===== src/rtl/core/bvpc_pkg.sv =====
// Package for the boundary voxel point collector: widths, codes, payload
// structs, controller/datapath command and status types, ring helpers.
// Depends on nothing; bvpc_dpath, bvpc_ctrl and the top level use it.
package bvpc_pkg;

   // Largest number of cells per chunk axis.
   localparam int MAX_CELLS_PER_AXIS = 32;
   // Solid-bit ring: two full planes plus one sample.
   localparam int WIN_DEPTH = 2 * (MAX_CELLS_PER_AXIS + 1) * (MAX_CELLS_PER_AXIS + 1) + 1;
   localparam int WIN_AW    = $clog2(WIN_DEPTH);
   // Raster position width, able to hold S+1.
   localparam int POS_W     = $clog2(MAX_CELLS_PER_AXIS + 2);
   localparam int PITCH_W   = 24;
   localparam int PROD_W    = POS_W + PITCH_W;
   localparam int WORLD_W   = 34;
   localparam int DIFF_W    = WORLD_W + 1;
   localparam int NB_COUNT  = 6;

   // Item kinds.
   localparam logic [1:0] KIND_BEGIN  = 2'd0;
   localparam logic [1:0] KIND_CHUNK  = 2'd1;
   localparam logic [1:0] KIND_SAMPLE = 2'd2;

   // Configuration register indexes.
   localparam logic [2:0] CSR_CENTER_X = 3'd0;
   localparam logic [2:0] CSR_CENTER_Y = 3'd1;
   localparam logic [2:0] CSR_CENTER_Z = 3'd2;
   localparam logic [2:0] CSR_RADIUS   = 3'd3;
   localparam logic [2:0] CSR_PITCH    = 3'd4;
   localparam logic [2:0] CSR_SAMPLES  = 3'd5;
   localparam logic [2:0] CSR_MAX_PTS  = 3'd6;

   typedef struct packed {
      logic [1:0]         kind;
      logic signed [31:0] origin_x;
      logic signed [31:0] origin_y;
      logic signed [31:0] origin_z;
      logic [7:0]         occupancy;
   } req_type;

   typedef struct packed {
      logic signed [31:0] point_x;
      logic signed [31:0] point_y;
      logic signed [31:0] point_z;
      logic               final_point;
   } rsp_type;

   // Datapath operation selected by the controller each cycle.
   typedef enum logic [3:0] {
      STEP_IDLE,
      STEP_READ,
      STEP_PROD,
      STEP_WSUM,
      STEP_DIFF,
      STEP_SQR,
      STEP_ACCUM,
      STEP_RSQ,
      STEP_EMIT
   } step_type;

   typedef struct packed {
      logic       accept;
      step_type   step;
      logic [1:0] axis;
      logic [2:0] rd_sel;
   } cmd_type;

   typedef struct packed {
      logic sample;
      logic go;
      logic in_range;
   } status_type;

   // Ring address arithmetic; both operands are below WIN_DEPTH.
   function automatic logic [WIN_AW-1:0] wrap_add(input logic [WIN_AW-1:0] a,
                                                  input logic [WIN_AW-1:0] b);
      logic [WIN_AW:0] s;
      s = {1'b0, a} + {1'b0, b};
      if (s >= (WIN_AW + 1)'(WIN_DEPTH)) begin
         s = s - (WIN_AW + 1)'(WIN_DEPTH);
      end
      return s[WIN_AW-1:0];
   endfunction

   function automatic logic [WIN_AW-1:0] wrap_sub(input logic [WIN_AW-1:0] a,
                                                  input logic [WIN_AW-1:0] b);
      logic [WIN_AW:0] s;
      if (a >= b) begin
         s = {1'b0, a} - {1'b0, b};
      end else begin
         s = {1'b0, a} + (WIN_AW + 1)'(WIN_DEPTH) - {1'b0, b};
      end
      return s[WIN_AW-1:0];
   endfunction

endpackage


===== src/rtl/core/bvpc_ctrl.sv =====
// Controller of the boundary voxel point collector: sequences the neighbour
// reads, the per-axis distance steps and the result handshake.
// Depends on bvpc_pkg.
module bvpc_ctrl (
   input  logic                 clock,
   input  logic                 reset,
   input  logic                 req_valid,
   output logic                 req_ready,
   output logic                 rsp_valid,
   input  logic                 rsp_ready,
   input  bvpc_pkg::status_type status,
   output bvpc_pkg::cmd_type    cmd
);

   typedef enum logic [3:0] {
      ST_IDLE,
      ST_READ,
      ST_CHECK,
      ST_PROD,
      ST_WSUM,
      ST_DIFF,
      ST_SQR,
      ST_ACCUM,
      ST_RSQ,
      ST_CMP,
      ST_EMIT
   } state_type;

   state_type  state_ff, state_in;
   logic [1:0] axis_ff, axis_in;
   logic [2:0] rd_cnt_ff, rd_cnt_in;
   logic       rsp_valid_ff, rsp_valid_in;
   logic       accept;

   assign req_ready = (state_ff == ST_IDLE);
   assign accept    = req_valid && req_ready;
   assign rsp_valid = rsp_valid_ff;

   // Next state and registered outputs.
   always_comb begin
      state_in     = state_ff;
      axis_in      = axis_ff;
      rd_cnt_in    = rd_cnt_ff;
      // The result beat stays offered until it is taken.
      rsp_valid_in = rsp_valid_ff && !rsp_ready;
      case (state_ff)
         ST_IDLE: begin
            if (accept && status.sample) begin
               state_in  = ST_READ;
               rd_cnt_in = '0;
            end
         end
         ST_READ: begin
            rd_cnt_in = rd_cnt_ff + 3'd1;
            if (rd_cnt_ff == 3'(bvpc_pkg::NB_COUNT)) begin
               state_in = ST_CHECK;
            end
         end
         ST_CHECK: begin
            axis_in  = '0;
            state_in = status.go ? ST_PROD : ST_IDLE;
         end
         ST_PROD:  state_in = ST_WSUM;
         ST_WSUM:  state_in = ST_DIFF;
         ST_DIFF:  state_in = ST_SQR;
         ST_SQR:   state_in = ST_ACCUM;
         ST_ACCUM: begin
            if (axis_ff == 2'd2) begin
               state_in = ST_RSQ;
            end else begin
               axis_in  = axis_ff + 2'd1;
               state_in = ST_PROD;
            end
         end
         ST_RSQ:   state_in = ST_CMP;
         // A new point waits here while the previous result beat is pending.
         ST_CMP: begin
            if (!status.in_range) begin
               state_in = ST_IDLE;
            end else if (!rsp_valid_ff) begin
               state_in = ST_EMIT;
            end
         end
         ST_EMIT: begin
            state_in     = ST_IDLE;
            rsp_valid_in = 1'b1;
         end
         default: state_in = ST_IDLE;
      endcase
   end

   always_ff @(posedge clock) begin
      if (reset) begin
         state_ff     <= ST_IDLE;
         axis_ff      <= '0;
         rd_cnt_ff    <= '0;
         rsp_valid_ff <= 1'b0;
      end else begin
         state_ff     <= state_in;
         axis_ff      <= axis_in;
         rd_cnt_ff    <= rd_cnt_in;
         rsp_valid_ff <= rsp_valid_in;
      end
   end

   // Datapath command for the current state.
   always_comb begin
      cmd.accept = accept;
      cmd.axis   = axis_ff;
      cmd.rd_sel = rd_cnt_ff;
      case (state_ff)
         ST_READ:  cmd.step = bvpc_pkg::STEP_READ;
         ST_PROD:  cmd.step = bvpc_pkg::STEP_PROD;
         ST_WSUM:  cmd.step = bvpc_pkg::STEP_WSUM;
         ST_DIFF:  cmd.step = bvpc_pkg::STEP_DIFF;
         ST_SQR:   cmd.step = bvpc_pkg::STEP_SQR;
         ST_ACCUM: cmd.step = bvpc_pkg::STEP_ACCUM;
         ST_RSQ:   cmd.step = bvpc_pkg::STEP_RSQ;
         ST_EMIT:  cmd.step = bvpc_pkg::STEP_EMIT;
         default:  cmd.step = bvpc_pkg::STEP_IDLE;
      endcase
   end

endmodule


===== config.mk =====
export PLATFORM = sky130hd
export DESIGN_NAME = bvpc_ctrl
export DESIGN_NICKNAME = d
export VERILOG_FILES = /design/src/rtl/core/bvpc_pkg.sv /design/src/rtl/core/bvpc_ctrl.sv
export SDC_FILE = /design/constraint.sdc
export NUM_CORES = 1
export LEC_CHECK = 0
export BUFFER_PORTS_ARGS = -buffer_cell sky130_fd_sc_hd__clkbuf_2
export CORE_MARGIN = 5
export CORE_UTILIZATION = 40
export DETAILED_ROUTE_END_ITERATION = 12
export SYNTH_ARGS = -nofsm -noshare
export SYNTH_HDL_FRONTEND = slang
export SYNTH_SLANG_ARGS = --single-unit

===== constraint.sdc =====
create_clock -name clock -period 1.7 [get_ports clock]
set_input_delay 0.34 -clock clock [delete_from_list [all_inputs] [get_ports clock]]
set_output_delay 0.34 -clock clock [all_outputs]
set_load 0.05 [all_outputs]

# Word-level counts from Yosys, hierarchy flattened

Memory sizes are Yosys's and may differ from the RTL's. A register that Yosys moved wholly into a read port is not among the register bits.
Cells that the tools add are included.

Input port bits: 7
Register bits: 10
Bits in read-only memories: 64
Memory bits (writable): 0
Latch bits: 0
Output and inout port bits: 12
Memories kept: 1
Logic and storage cells: 47

Memories:

| name            | depth | bits a word | read ports | clocked after Yosys merged registers in | wr ports | RTL line         | source |
|---|---|---|---|---|---|---|---|
| (no name shown) | 16    | 4           | 1          | 1                                       | 0        | bvpc_ctrl.sv:111 | `case (state_ff)` |

Add/sub/neg operators: 2
Reductions and logical operators: 10
Shifts and indexed selects: 0
$mul: 0
Mux-type cells: 14
Magnitude comparators: 0
Divide/modulo/power cells: 0
Eq/ne operators: 16
Bitwise operators: 0

Operator list:

| operator            | number |
|---|---|
| $pmux 4 s10         | 1 |
| $mux 4              | 7 |
| $eq 4x3->1 const B  | 4 |
| $eq 4x4->1 const B  | 3 |
| $eq 4x2->1 const B  | 2 |
| $pmux 3 s2          | 1 |
| $eq 4x1->1 const B  | 1 |
| $logic_not 4->1     | 1 |
| $mux 2              | 2 |
| $ne 2x2->1 const B  | 2 |
| $pmux 2 s2          | 1 |
| $reduce_and 2->1    | 2 |
| $reduce_bool 2->1   | 2 |
| $add 3x1->3 const B | 1 |
| $eq 3x3->1 const B  | 1 |
| $logic_and 1x1->1   | 3 |
| $mux 3              | 1 |
| $ne 3x3->1 const B  | 1 |
| $reduce_and 3->1    | 1 |
| $add 2x1->2 const B | 1 |
| $eq 2x2->1 const B  | 1 |
| $ne 2x1->1 const B  | 1 |
| $logic_not 1->1     | 1 |
| $mux 1              | 1 |

# Longest topological paths before layout

Gate-level depths: netlist of the first run.

Word-level depth: 7
Depth in mapped cells: 10
Gate-level depth less buffers: 10

# Worst setup path before layout of the first run

OpenSTA, ideal clock, no wires.

Path kind: register to register
Start: register state_ff[0]
End: register cmd[6] (netlist name)
Clock period less this slack: 2.577 ns
Arrival: 2.445 ns
Cell stages (with the launch flop): 10
Path buffers: 1
Path slack: -0.877 ns
Data required time: 1.568 ns
Setup time: 0.132 ns
Cell sequence: dfxtp_1 > buf_6 > nor4_2 > nand2_1 > a21oi_2 > nor2_1 > ha_1 > inv_1 > mux2i_1 > mux2i_1

Cells in the longest elaborated chain, start to end: 7
Elaborated cells on any way between the ends: 19
Classes of those cells: 12 x eq/ne; 3 x mux; 4 x reduce/logical

RTL lines:

| what                            | RTL line        | source |
|---|---|---|
| start, declared                 | bvpc_ctrl.sv:29 | `state_type state_ff, state_in;` |
| start signal, assigned          | bvpc_ctrl.sv:99 | `state_ff <= state_in;` |
| $logic_not 4->1 *               | bvpc_ctrl.sv:35 | `assign req_ready = (state_ff == ST_IDLE);` |
| net req_ready                   | bvpc_ctrl.sv:8  | `output logic req_ready,` |
| $logic_and 1x1->1               | bvpc_ctrl.sv:36 | `assign accept = req_valid && req_ready;` |
| $logic_and 1x1->1               | bvpc_ctrl.sv:48 | `if (accept && status.sample) begin` |
| $ne 2x1->1 (no line)            | n/a             |  |
| $reduce_and 3->1 (no line)      | n/a             |  |
| $mux 4 (no line) * (2 in a row) | n/a             |  |

The timed path passes the listed nets; every way through them passes the cells marked *.
A chain may end at the register's enable or synchronous reset.

# Worst setup path in the final report of the first run

Start: register state_ff[1]
End: register cmd[7] (netlist name)

Cells in the longest elaborated chain, start to end: 7
Elaborated cells on any way between the ends: 19
Classes of those cells: 12 x eq/ne; 3 x mux; 4 x reduce/logical

RTL lines:

| what                            | RTL line |
|---|---|
| $logic_not 4->1                 | bvpc_ctrl.sv:35, bvpc_ctrl.sv:46 |
| $logic_and 1x1->1               | bvpc_ctrl.sv:36 |
| $logic_and 1x1->1               | bvpc_ctrl.sv:48 |
| $ne 2x1->1 (no line)            | n/a |
| $reduce_and 3->1 (no line)      | n/a |
| $mux 4 (no line) * (2 in a row) | n/a |

Mark *: on every way between the ends. The rest lies on a longest branch, timed or not.

==> results of run 1 <==
worst max-delay path, cell delays in order, from the launching register on:
cell	delay, ns
dfxtp_4	0.37
or3b_4	0.41
a211oi_4	0.24
a21oi_2	0.10
buf_4	0.16
a21oi_4	0.16
mux2_4	0.31
logic make-up after synthesis:
group,Yosys count,share of synthesized area [%]
buffers and inverters,10,6.65
adder cells (fa/ha/maj),4,6.18
XOR/XNOR,2,2.16
multiplexers,4,5.56
AND/OR/NAND/NOR,38,26.1
flip-flops,14,34.6
AO/OA/AOI/OAI,18,18.7
cells in the mapped netlist (all sizes together):
| cell | n |
|---|---|
| a21o | 1 |
| and2 | 2 |
| a211o | 2 |
| buf | 3 |
| inv | 5 |
| and4bb | 1 |
| mux2 | 1 |
| nor4bb | 1 |
| and3b | 1 |
| o211ai | 1 |
| a211oi | 1 |
| or2 | 1 |
| nand4 | 1 |
| ha | 4 |
| nor4 | 1 |
| mux2i | 3 |
| nor3 | 5 |
| xor2 | 2 |
| nand2 | 6 |
| a21oi | 6 |
| a32o | 1 |
| dfxtp | 14 |
| nor2b | 3 |
| or3b | 1 |
| o21ai | 2 |
| nand3b | 1 |
| nor2 | 14 |
| o2bb2ai | 2 |
| clkbuf | 2 |
| a22oi | 2 |
layout by cell type, fill, tap and decap left out, drive strengths merged, types with 2 or more instances in the layout:
master,netlist,final
nand2,6,6
a22oi,2,2
mux2i,3,3
o2bb2ai,2,2
nor2b,3,3
o21ai,2,2
xor2,2,2
and2,2,2
dfxtp,14,14
ha,4,4
nor2,14,14
nor3,5,5
a211o,2,2
buf,3,32
clkbuf,2,20
a21oi,6,6
inv,5,5
stage by stage:
stage | hold slack [ns] | TNS (ns) | total power (W) | std cells | setup slack, ns
floorplan | 0.441 | -1.27 | 0.00107 | 90 | -0.494
global placement | 0.546 | -0.358 | 0.00135 | 155 | -0.171
detailed placement | 0.526 | -0.454 | 0.00137 | 155 | -0.220
CTS | 0.330 | -0.465 | 0.00173 | 162 | -0.165
global route | 0.340 | -0.719 | 0.00193 | 164 | -0.248
finish | 0.335 | -0.387 | 0.00181 | 164 | -0.152
power by group:
part	internal (W)	leakage [nW]	switching, W
sequential	0.000387	0.117	0.0000388
combinational	0.000567	0.453	0.000581
clock	0.000130	0.0210	0.000111
routing by layer:
metal  vias to the layer above  global-route usage (%)
li1                        409                       -
met1                       371                    18.9
met2                        17                    25.0
met3                         2                    3.49
met4                         0                    6.07
met5                         -                       0
final timing paths:
kind               endpoint  slack [ns]  depth (start not counted)
setup / recovery     cmd[7]       -0.15                          6
hold / removal    rsp_valid        0.34                          4
setup reg to reg     cmd[7]       -0.15                          6
hold reg to reg   rsp_valid        0.54                          2
state kept, by name (all words and copies together) (netlist names):
name	cells
cmd	4
rsp_valid	1
axis_ff	2
rd_cnt_ff	3
state_ff	4
final cells by class:
cell class              instances  area, µm²  area share (%)
multi-input cells              66        529            41.5
flip-flops and latches         14        294            23.1
inverters                       5       18.8            1.47
repair buffers                 48        363            28.5
well taps                      27       33.8            2.65
clock buffers                   4       36.3            2.85
repair_timing:
item / CTS / global route
pin swaps: 3 / 0
setup buffers: 3 / 2
endpoints found under the setup margin: 5 / 5
resized for setup: 12 / 16
==> results.py, run 1 <==
metrics = {
    "outcome": {
        "status": "finished with violations",
        "violations": "negative setup slack",
    },
    "synthesis": {
        "ys_ff_latch": 14,
        "yosysTopAreaCell": "dfxtp_1",
        "synth_cell_types": 37,
        "netlist_instances": 90,
        "synth_fp_nets": 101,
        "synth_area_um2": 810,
        "yosysSeqAreaShare_pct": 34.6,
        "syn_area_per_cell_um2": 8.99,
        "synth_area_leaders": "dfxtp_1, nor2_1, ha_1, mux2i_1, nand2_1",
        "yosys_warnings": 0,
        "synth.top_cell.area_share_pct": 34.6,
    },
    "sta": {
        "hold_violations": 0,
        "drv_slew": 0,
        "skew_ns": 0.00505,
        "rsz0062_at_grt": "yes",
        "setup_viol": 3,
        "fmax_mhz": 540,
        "max_slew_margin_pct": 76.9,
        "worst_slack_ns": -0.152,
        "fin_crit_sh_pct": 109,
        "period_needed_ns": 1.85,
        "tightest_slew_ns": 0.347,
    },
    "layout": {
        "layout.nets": 149,
        "drive_above_1_share_pct": 56.9,
        "post-route-util_pct": 65.7,
        "final_area_mm2": 0.00127,
        "num-fill-cells": 169,
        "antenna_cells": 0,
        "syn2layout_area_growth_pct": 57.5,
    },
    "die": {
        "core_area_mm2": 0.00194,
        "design.die.area_mm2": 0.00302,
        "die_x_um": 55.0,
        "die_y_um": 55.0,
        "ios": 19,
        "fp-row-count": 16,
        "start_util_pct": 41.7,
    },
    "power": {
        "p_per_area_mw_per_mm2": 1420,
        "ir_worst_vdd_mv": 0.912,
        "cellLeakagePower_nw": 0.591,
    },
    "clocking": {
        "cts-htree-levels": 1,
        "cts_root_buf": "clkbuf_4",
        "cts_tree": "yes",
        "cts_buffer_depth": 2,
        "worstSkewPairLatency_ns": 0.28,
        "clkTransAtPathRegs_ns": 0.09,
        "clock-sinks": 14,
        "cts_buffers": 3,
        "hold_buffers": 0,
    },
    "grt": {
        "grt_pass1_wl_mm": 3.28,
        "track_usage_pct": 15.2,
        "antenna_found_initial": 0,
        "gr-total-overflow": 0,
        "grt_pass1_vias": 761,
        "grt_max_degree": 14,
    },
    "run": {
        "drv_cap": 0,
    },
    "critical_path": {
        "path_max_fanout": 4,
        "path_class": "flip-flop to flip-flop",
        "startpoint": "state_ff[1]",
        "r2r-start": "state_ff[1]",
        "startpoint_type": "flip-flop",
        "required_ns": 1.87,
        "cp-end-kind": "flip-flop",
        "arrival_ns": 2.03,
    },
    "drt": {
        "drtIter0Drc": 11,
        "ant_nets": 0,
        "wl_met2_um": 956,
        "finalWirelength_mm": 2.02,
        "routedWlPerCell_um": 12.3,
        "wl_met3_um": 81,
        "drcViolationCount": 0,
        "drt-met1-wl_um": 963,
        "first_pass_iters": 4,
        "routed.top_layer": "met4",
        "vias": 799,
        "vias_per_cell": 4.87,
    },
    "placed_design": {
        "gp_congestion": 0.825,
        "hpwl_mm": 1.47,
        "dpl-instance-area_mm2": 0.00110,
        "port_buffers": 18,
    },
    "min_path": {
        "worstHoldPathType": "primary input to flip-flop",
        "hold_path_startpoint": "rsp_ready",
    },
}
Power figures use the tool's default switching activity.
==> run 2: changes to the inputs <==
--- a/config.mk
+++ b/config.mk
@@ -6,9 +6,12 @@
 export NUM_CORES = 1
 export LEC_CHECK = 0
 export BUFFER_PORTS_ARGS = -buffer_cell sky130_fd_sc_hd__clkbuf_2
+export CORE_ASPECT_RATIO = 0.75
 export CORE_MARGIN = 5
 export CORE_UTILIZATION = 40
 export DETAILED_ROUTE_END_ITERATION = 12
+export RECOVER_POWER = 50
+export SLEW_MARGIN = 20
 export SYNTH_ARGS = -nofsm -noshare
 export SYNTH_HDL_FRONTEND = slang
 export SYNTH_SLANG_ARGS = --single-unit
==> run 2 against run 1 <==
The flow still finishes with violations (negative setup slack). Worst hold slack improved by 0.0045 ns. Design area rose by 4.2%. Via count rose by 1.6%. Sequential share of layout area fell by 1.0 points. Utilization rose by 2.1 points. Sequential cell count did not move. Sequential power barely moved. Cell count rose by 0.61%. Clock skew fell by 0.00096 ns. Non-clock buffer count rose by 4. Clock power barely moved. First-iteration DRC count rose by 120%. Largest power group unchanged.
==> results.py, run 2 (synthesis gave the netlist of run 1 again) <==
metrics = {
    "sta": {
        "period_needed_ns": 1.89,
        "rsz0062_at_grt": "yes",
        "max_slew_margin_pct": 58.7,
        "tightest_slew_ns": 0.622,
        "setup_viol": 5,
        "skew_ns": 0.00408,
        "worst_slack_ns": -0.195,
        "hold_violations": 0,
        "tns_ns": -0.500,
        "fmax_mhz": 528,
        "fin_crit_sh_pct": 111,
        "drv_slew": 0,
    },
    "die": {
        "design.die.area_mm2": 0.00303,
        "die_x_um": 61.9,
        "ios": 19,
        "fp-row-count": 14,
        "die_y_um": 49.0,
        "core_area_mm2": 0.00196,
        "start_util_pct": 41.3,
    },
    "power": {
        "cellLeakagePower_nw": 0.585,
        "p_comb_share_pct": 65.6,
        "clockPowerShare_pct": 12.3,
        "power.switching_w": 0.000782,
        "ir_worst_vdd_mv": 0.977,
        "p_per_area_mw_per_mm2": 1460,
        "intPower_w": 0.00116,
        "seq_power_share_pct": 22.1,
        "switching_share_pct": 40.4,
    },
    "clocking": {
        "clock-sinks": 14,
        "cts_tree": "yes",
        "cts_buffer_depth": 2,
        "cts-htree-levels": 1,
        "cts_root_buf": "clkbuf_4",
        "cts_buffers": 3,
        "clkTransAtPathRegs_ns": 0.09,
        "worstSkewPairLatency_ns": 0.28,
    },
    "layout": {
        "antenna_cells": 0,
        "num-fill-cells": 170,
        "final_area_mm2": 0.00133,
        "final_common_cell": "buf_4",
        "regArea_um2": 293,
        "multi_input_area_um2": 579,
        "syn2layout_area_growth_pct": 64.1,
        "post-route-util_pct": 67.7,
        "layout_common_cells": "buf_4, nor2_1, clkbuf_1, dfxtp_2, clkbuf_2",
        "drive_above_1_share_pct": 56.7,
        "layout.nets": 153,
    },
    "drt": {
        "drt-met1-wl_um": 988,
        "drcViolationCount": 0,
        "drtIter0Drc": 24,
        "ant_nets": 0,
        "vias": 812,
        "routed.top_layer": "met4",
        "first_pass_iters": 4,
        "vias_per_cell": 4.92,
        "finalWirelength_mm": 2.22,
        "routedWlPerCell_um": 13.4,
        "wl_met3_um": 116,
        "wl_met2_mm": 1.10,
    },
    "critical_path": {
        "reg2reg_depth": 8,
        "path_class": "flip-flop to flip-flop",
        "arrival_ns": 2.06,
        "required_ns": 1.86,
        "r2r-start": "state_ff[1]",
        "cp-end-kind": "flip-flop",
        "startpoint_type": "flip-flop",
        "path_max_fanout": 6,
        "startpoint": "state_ff[1]",
    },
    "grt": {
        "antenna_found_initial": 0,
        "grt_max_degree": 14,
        "gr-total-overflow": 0,
        "grt_pass1_wl_mm": 3.66,
        "grt_pass1_vias": 853,
        "track_usage_pct": 15.7,
    },
    "placed_design": {
        "dpl-instance-area_mm2": 0.00110,
        "gp_congestion": 0.815,
        "port_buffers": 18,
        "hpwl_mm": 1.44,
    },
    "min_path": {
        "min_path_cells": 4,
        "worstHoldPathType": "primary input to flip-flop",
        "hold_path_startpoint": "rsp_ready",
    },
    "outcome": {
        "status": "finished with violations",
        "violations": "negative setup slack",
    },
    "run": {
        "drv_cap": 0,
    },
}
-- run 2: changes by cell type in the layout (fill, tap and decap cells not counted), moves of 2 or more --
cell / change
buf_4: +7
buf_6: -2
clkbuf_1: +9
clkbuf_2: -9
dfxtp_2: +2
ha_4: +2
-- run 2: layout make-up --
| type | count | area share (%) |
|---|---|---|
| clock buffer | 4 | 2.73 |
| inverter | 5 | 1.41 |
| multi-input combinational | 66 | 43.6 |
| sequential | 14 | 22.0 |
| tap | 24 | 2.26 |
| timing repair buffer | 52 | 28.0 |
-- run 2: timing repair --
action / 4_1_cts / 5_1_grt
gates resized for setup: 25 / 11
buffers inserted: 7 / 2
setup endpoints to repair: 5 / 6
pin swaps: 6 / 1
hold buffers: 0 / 0
gates cloned: 0 / 0
-- run 2: through the flow --
stage                     power [W]  setup slack, ns  hold WS [ns]  std cells
final                       0.00194           -0.195         0.340        165
after global routing        0.00206           -0.271         0.364        165
after CTS                   0.00185           -0.126         0.335        163
after detailed placement    0.00136           -0.163         0.512        152
after global placement      0.00135           -0.154         0.504        152
after floorplan             0.00107           -0.494         0.441         90
-- run 2: path summary, 6_finish.rpt --
kind              slack, ns        end
hold / removal         0.34  rsp_valid
setup reg to reg      -0.19     cmd[6]
setup / recovery      -0.19     cmd[6]
hold reg to reg        0.55  rsp_valid
-- run 2: power groups by stage --
| stage | combinational (W) | clock [W] | sequential (W) |
|---|---|---|---|
| floorplan | 0.000543 | 0 | 0.000523 |
| global placement | 0.000927 | 0 | 0.000424 |
| detailed placement | 0.000938 | 0 | 0.000423 |
| CTS | 0.00118 | 0.000247 | 0.000428 |
| global route | 0.00137 | 0.000260 | 0.000434 |
| finish | 0.00127 | 0.000238 | 0.000428 |
-- run 2: worst max-delay path, stage by stage (launching register included) --
cell and delay [ns]:
dfxtp_2 0.36, or3b_4 0.42, a211oi_4 0.26, a211o_4 0.17
nor2_4 0.04, ha_4 0.27, inv_2 0.02, mux2i_1 0.14
mux2i_1 0.09
-- run 2: metal layers --
metal / vias up / GRT usage [%]
met5: - / 0
met4: 0 / 5.30
met3: 2 / 2.65
met2: 17 / 26.0
met1: 378 / 19.9
li1: 415 / -
